<file path="src/rtl/spec_pkg.sv">
package spec_pkg;

  // Default sizes of the stores and of the cell row.
  localparam int MAX_POINTS_DEF    = 256;
  localparam int BASE_TYPES_DEF    = 4;
  localparam int MAX_NEIGHBORS_DEF = 512;
  localparam int NUM_CELLS_DEF     = 8;

  localparam int COORD_W = 20;
  localparam int RADIUS_W = 24;
  localparam int POINTS_W = 9;
  localparam int COUNT_W = 9;
  localparam int CFG_DATA_W = 24;

  // Register reset values: 3.2 squared in 1/65536 units, and 200 points.
  localparam logic [RADIUS_W-1:0] RADIUS_SQ_RESET = 24'd671089;
  localparam logic [POINTS_W-1:0] POINTS_RESET    = 9'd200;

  // Configuration register indexes.
  localparam logic CFG_RADIUS_SQ = 1'b0;
  localparam logic CFG_POINTS    = 1'b1;

  // Command codes.
  localparam logic [1:0] CMD_WRITE_POINT = 2'd0;
  localparam logic [1:0] CMD_APPEND      = 2'd1;
  localparam logic [1:0] CMD_EVALUATE    = 2'd2;

  typedef struct packed {
    logic signed [COORD_W-1:0] x;
    logic signed [COORD_W-1:0] y;
    logic signed [COORD_W-1:0] z;
  } pos_t;

  // A neighbor travelling along the cell row.
  typedef struct packed {
    logic valid;
    pos_t pos;
  } nb_tok_t;

  typedef enum logic [2:0] {
    ST_IDLE,
    ST_LOAD,
    ST_STREAM,
    ST_DRAIN,
    ST_COUNT,
    ST_FINISH
  } state_t;

endpackage

</file>
<file path="src/rtl/spec_cell.sv">
module spec_cell (
  input  logic                             clk,
  input  logic                             rst_n,
  input  logic                             load_en,
  input  spec_pkg::pos_t                   samp_in,
  input  logic                             ok_in,
  input  spec_pkg::nb_tok_t                nb_in,
  input  logic [spec_pkg::RADIUS_W-1:0]    radius_sq,
  output spec_pkg::pos_t                   samp_out,
  output logic                             ok_out,
  output spec_pkg::nb_tok_t                nb_out,
  output logic                             exposed
);

  localparam int DW = spec_pkg::COORD_W + 1;
  localparam int SW = 2 * DW;

  spec_pkg::pos_t    samp_r;
  logic              ok_r;
  logic              buried_r;
  logic              nb_v_r;
  spec_pkg::pos_t    nb_pos_r;

  logic                 a_v_r;
  logic signed [DW-1:0] dx_r, dy_r, dz_r;
  logic                 b_v_r;
  logic [SW-1:0]        sqx_r, sqy_r, sqz_r;

  logic [DW-1:0] mx, my, mz;
  logic [SW-1:0] sqx, sqy, sqz;
  logic [SW:0]   dist_sq;

  // Magnitudes of the differences fit in DW unsigned bits.
  assign mx = dx_r[DW-1] ? (~dx_r + DW'(1)) : dx_r;
  assign my = dy_r[DW-1] ? (~dy_r + DW'(1)) : dy_r;
  assign mz = dz_r[DW-1] ? (~dz_r + DW'(1)) : dz_r;
  assign sqx = mx * mx;
  assign sqy = my * my;
  assign sqz = mz * mz;
  assign dist_sq = (SW+1)'(sqx_r) + (SW+1)'(sqy_r) + (SW+1)'(sqz_r);

  always_ff @(posedge clk) begin
    if (!rst_n) begin
      ok_r     <= 1'b0;
      buried_r <= 1'b0;
      nb_v_r   <= 1'b0;
      a_v_r    <= 1'b0;
      b_v_r    <= 1'b0;
    end else begin
      nb_v_r     <= nb_in.valid;
      a_v_r      <= nb_in.valid;
      b_v_r      <= a_v_r;
      if (load_en) begin
        ok_r     <= ok_in;
        buried_r <= 1'b0;
      end else if (b_v_r && (dist_sq < (SW+1)'(radius_sq))) begin
        buried_r <= 1'b1;
      end
    end
  end

  always_ff @(posedge clk) begin
    if (load_en) begin
      samp_r <= samp_in;
    end
    nb_pos_r <= nb_in.pos;
    dx_r  <= DW'(samp_r.x) - DW'(nb_in.pos.x);
    dy_r  <= DW'(samp_r.y) - DW'(nb_in.pos.y);
    dz_r  <= DW'(samp_r.z) - DW'(nb_in.pos.z);
    sqx_r <= sqx;
    sqy_r <= sqy;
    sqz_r <= sqz;
  end

  assign samp_out     = samp_r;
  assign ok_out       = ok_r;
  assign nb_out.valid = nb_v_r;
  assign nb_out.pos   = nb_pos_r;
  assign exposed      = ok_r & ~buried_r;

endmodule

</file>
<file path="config.mk">
export PLATFORM = sky130hd
export DESIGN_NAME = spec_cell
export DESIGN_NICKNAME = d
export VERILOG_FILES = /design/src/rtl/spec_pkg.sv /design/src/rtl/spec_cell.sv
export SDC_FILE = /design/constraint.sdc
export NUM_CORES = 2
export LEC_CHECK = 0
export BUFFER_PORTS_ARGS = -buffer_cell sky130_fd_sc_hd__buf_2
export CAP_MARGIN = 20
export CORE_ASPECT_RATIO = 0.5
export CORE_MARGIN = 4
export CORE_UTILIZATION = 24
export CTS_CLUSTER_SIZE = 20
export DETAILED_ROUTE_END_ITERATION = 6
export PLACE_DENSITY_LB_ADDON = 0.3
export SLEW_MARGIN = 30
export SYNTH_ARGS = -nofsm -noshare
export SYNTH_HDL_FRONTEND = slang
export SYNTH_SLANG_ARGS = --single-unit
</file>
<file path="constraint.sdc">
create_clock -name clk -period 12.2 [get_ports clk]
set_clock_uncertainty 0.15 [all_clocks]
set_input_delay 0 -clock clk [delete_from_list [all_inputs] [get_ports clk]]
set_output_delay 0 -clock clk [all_outputs]
set_load 0.005 [all_outputs]
</file>
# Word-level counts from Yosys, hierarchy flattened
# Cells that the tools add are included.
[totals]
register_bits = 313
wordCells = 39
input_bits = 149
out_inout_bits = 123
[classes]
n_addsub = 8
muxes = 3
n_reduce_logical = 2
n_mul = 3
magnitude_cmp = 1
n_bitwise = 6
[ops]
columns = ["operator", "count"]
rows = [
  ["multiplier 21 x 21 -> 42 bit", 3],
  ["adder 21 x 2 -> 21 bit, second input constant", 3],
  ["2-to-1 mux 21 bit", 3],
  ["inverter 21 bit", 3],
  ["subtractor 20 x 20 -> 21 bit", 3],
  ["adder 42 x 42 -> 43 bit", 1],
  ["adder 43 x 42 -> 43 bit", 1],
  ["< comparator 43 x 24 -> 1 bit", 1],
  ["inverter 1 bit", 2],
  ["OR reduction 2 bit", 1],
  ["bitwise AND 1 bit", 1],
  ["logical AND 1 bit", 1],
]

# Longest topological paths before layout
[logic_depth]
ltp_word = 4
ltp_mapped = 37
ltp_nobuf = 34

# Least setup slack after synthesis
# No wires, ideal clock.
[synth_path]
kind = "reg2reg"
startpoint = "register dx_r[7]"
endpoint = "register sqx_r[41]"
n_path_buf = 2
setup_ps = 121
synth_period_minus_slack_ps = 9005
arrival_ps = 8734
setup_slack_ps = 3195
stages_incl_launch_ff = 35
cell_sequence = "dfxtp_1 or4_1 or3_1 or3_1 or2_2 o21ai_1 xor2_1 inv_1 clkbuf_1 nand2_1 fa_1 inv_1 fa_1 inv_1 fa_1 inv_1 fa_1 fa_1 fa_1 inv_1 fa_1 inv_1 ha_1 clkbuf_1 o21a_1 o21a_1 o21ai_0 nand2b_1 a21o_1 o31a_1 a21oi_1 nor2_1 a2111oi_0 a31oi_1 xnor2_1"
[synth_via]
elab_chain_cells = 4
[synth_rtl]
columns = ["element", "line", "text"]
rows = [
  ["from (decl)", "spec_cell.sv:25", "logic signed [DW-1:0] dx_r, dy_r, dz_r;"],
  ["from (signal assigned)", "spec_cell.sv:67", "dx_r <= DW'(samp_r.x) - DW'(nb_in.pos.x);"],
  ["inverter 21 bit", "spec_cell.sv:34", "assign mx = dx_r[DW-1] ? (~dx_r + DW'(1)) : dx_r;"],
  ["adder 21 x 2 -> 21 bit", "spec_cell.sv:34", ""],
  ["2-to-1 mux 21 bit (*)", "spec_cell.sv:34", ""],
  ["multiplier 21 x 21 -> 42 bit (*)", "spec_cell.sv:37", "assign sqx = mx * mx;"],
  ["via sqx[41]", "spec_cell.sv:30", "logic [SW-1:0] sqx, sqy, sqz;"],
  ["to (signal assigned)", "spec_cell.sv:70", "sqx_r <= sqx;"],
  ["to (decl)", "spec_cell.sv:27", "logic [SW-1:0] sqx_r, sqy_r, sqz_r;"],
]
# The timed path passes the listed nets; every way through them passes the cells marked *.
# A chain may end at the register's enable or synchronous reset.

# Worst setup path after layout
[layout_path]
startpoint = "register dz_r[0]"
endpoint = "register sqz_r[41]"
[layout_via]
elab_chain_cells = 4
[layout_rtl]
columns = ["element", "line", "text"]
rows = [
  ["from (decl)", "spec_cell.sv:25", ""],
  ["from (signal assigned)", "spec_cell.sv:69", "dz_r <= DW'(samp_r.z) - DW'(nb_in.pos.z);"],
  ["inverter 21 bit", "spec_cell.sv:36", "assign mz = dz_r[DW-1] ? (~dz_r + DW'(1)) : dz_r;"],
  ["adder 21 x 2 -> 21 bit", "spec_cell.sv:36", ""],
  ["2-to-1 mux 21 bit (*)", "spec_cell.sv:36", ""],
  ["multiplier 21 x 21 -> 42 bit (*)", "spec_cell.sv:39", "assign sqz = mz * mz;"],
  ["via sqz[41]", "spec_cell.sv:30", ""],
  ["to (signal assigned)", "spec_cell.sv:72", "sqz_r <= sqz;"],
  ["to (decl)", "spec_cell.sv:27", ""],
]
# Marks and branches as above.

==> impl_metrics.toml <==
[timing]
fmax_mhz = 93.70
fin_tns_setup_ps = 0
post-route-min-period_ps = 10670
hold_viol = 0
post-route-period-util_pct = 87.48
relSlewSlack_pct = 29.69
worst_slack_ps = 1528
rsz0062_at_grt = "false"
tightest_slew_ps = 1051
setup_viol = 0
finalMaxSlewViolations = 0

[worst_setup_path]
endpoint_kind = "flop"
cp_slowest_stage_delay_ps = 830
critPathTopFamily = "adder cells"
timing_worst_setup_path_type = "flop to flop"
crit_required_ps = 12550
worst_path_most_repeated_cell = "fa_1"
critPathLaunchType = "flop"
crit_buf_inv = 5
worstPathMaxFanout = 17
cp_slowest_cell = "xor2_1"
cp.arrival_ps = 11030

[synth]
ys.flop_type = "dfxtp_1"
yosys_warnings = 0
synth-seq-cells = 310
synth_area_sq_um = 50630
syn-instance-count = 5404
synth_cell_types = 87
synth_sequential_area_ratio_pct = 13.44
synth_edf_count = 60
synth_area_per_cell_sq_um = 9.370
synthArstFlopShare_pct = 0

[global_routing]
grt_max_degree = 36
gr-total-overflow = 0
grt_pass1_wl_mm = 224.6
grt_pass1_vias = 40320
track_usage_pct = 12.99
antenna_found_initial = 1

[placed_design]
place_ws_ps = 1487
dp_hpwl_mm = 116.7
port-buffer-count = 271
place_congestion = 0.8680

[hold_path]
worstHoldPathType = "primary input to flop"

[final_layout]
register_area_sq_um = 6807
drive_above_1_share_pct = 7.396
multi_input_area_sq_um = 38310
diodes = 0
fillers = 22290
area_growth_pct = 17.32
fin_nets = 7677

[floorplan]
row_count = 118
start_util_pct = 24.31
fp.dieH_um = 332.8
io_pins = 272
dieWidth_um = 657.6
core_sq_um = 208300
dieArea_sq_um = 218800

[cts]
cts_buffers = 36
cts_root_buf = "clkbuf_16"
ctsHoldBuffers = 248
clk-insertion-delay-late_ps = 620
cts_resized = 0
path_clk_slew_ps = 60
cts_tree = "built"
htreeDepth = 2
clk_path_buf_depth = 3
clkSinkCount = 310
cts_setup_buffers = 0

[route]
drt_first_pass_iters = 5
drt_iter0_drc = 1682
drc_errors = 0
wl_per_cell_um = 15.79
drt_wl_total_mm = 139.3
drtAntennaViolNets = 0
routed_via_density = 4.180
vias = 36880

[job]
cap_violations = 0

[run_status]
status = "complete, no violations"
==> state kept, by name, indices dropped and copies added, names as in the netlist <==
register	flops
nb_out	60
samp_out	60
sqx_r	41
sqy_r	41
sqz_r	41
dx_r	21
dy_r	21
dz_r	21
a_v_r	1
b_v_r	1
buried_r	1
ok_out	1
==> routing by layer <==
metal,vias up,GRT usage [%],part of all wire [%]
li1,17580,-,-
met1,18540,17.18,45
met4,0,3.168,2.4
met3,133,1.865,4.5
met2,631,22.31,48
met5,-,0,0
==> final timing paths <==
| check | from | to | slack, ps | cells past startpoint |
|---|---|---|---|---|
| hold reg to reg | a_v_r | b_v_r | 420 | 1 |
| setup reg to reg | dz_r[0] | sqz_r[41] | 1530 | 31 |
| hold / removal | nb_in[20] | dy_r[0] | 100 | 4 |
| setup / recovery | dz_r[0] | sqz_r[41] | 1530 | 31 |
==> synthesized netlist by cell type (19+ instances only) <==
master       n  area, sq um
clkbuf_1    80        300.3
nor2b_1     35        219.0
xor2_1      83        727.0
o21ai_0    113        565.5
o21a_1      36        270.3
o31ai_1     25        187.7
and3_1      19        118.9
or3_1       22        137.6
nand2b_1    31        193.9
nand2_1    479         1798
inv_1     1399         5251
o21bai_1    26        195.2
a21o_1      66        495.5
fa_1       980        19620
edfxtp_1    60         1802
xnor2_1    176         1541
nand3_1     40        200.2
a31oi_1     24        150.1
and2_1      19        118.9
nor2_1     412         1546
nor3_1      46        230.2
a21oi_1    159        795.8
dfxtp_1    250         5005
ha_1       571         7144
==> cells by family (layout without fill, tap and decap cells) <==
| group | after synthesis | count (layout) | share of synthesized area, % |
|---|---|---|---|
| AOI/OAI and AO/OA | 584 | 584 | 7.534 |
| muxes | 7 | 7 | 0.1384 |
| other | 2 | 52 | 0.01483 |
| buffers and inverters | 1514 | 2063 | 11.43 |
| xor gates and xnor gates | 260 | 260 | 4.512 |
| DFF | 310 | 310 | 13.44 |
| adders and majority gates | 1551 | 1551 | 52.86 |
| and+or+nand+nor | 1176 | 1176 | 10.07 |
==> cells in the final DEF (no fill, tap or decap), drive strengths merged, types with 35 or more instances in the layout <==
cell,count
a21o,67
nand3,40
dlygate4sd3,248
inv,1410
a21oi,162
conb,52
clkbuf,46
buf,327
nor2b,35
edfxtp,60
xnor2,176
dfxtp,250
nand2,479
o21a,36
ha,571
xor2,84
nor2,412
nor3,46
fa,980
o21ai,118
==> tightest hold or removal path, stage by stage <==
cell and delay, ps:
dlygate4sd3_1 530, buf_2 120, ha_1 140, inv_1 50
==> through the flow <==
step                      std cells  hold WS [ps]  area, sq um  utilization [%]
after floorplan                5454        -122.3        50820                -
after global placement         8511        -33.25        55710            26.74
after detailed placement       8511        -31.59        55730            26.75
after CTS                      8823         30.37        59370            28.50
after global routing           8823         116.2        59400            28.51
final                          8823         102.4        59400            28.51
==> final cells by class <==
type | count | area share (%)
Multi-Input combinational cell | 3630 | 64.49
Clock inverter | 18 | 0.2949
Clock buffer | 46 | 1.647
Sequential cell | 310 | 11.46
Tap cell | 2820 | 5.940
Timing Repair Buffer | 575 | 7.174
Inverter | 1424 | 8.998
Power is not shown: default switching activity piles up to over one toggle a cycle in this logic, so the estimate is an artifact.
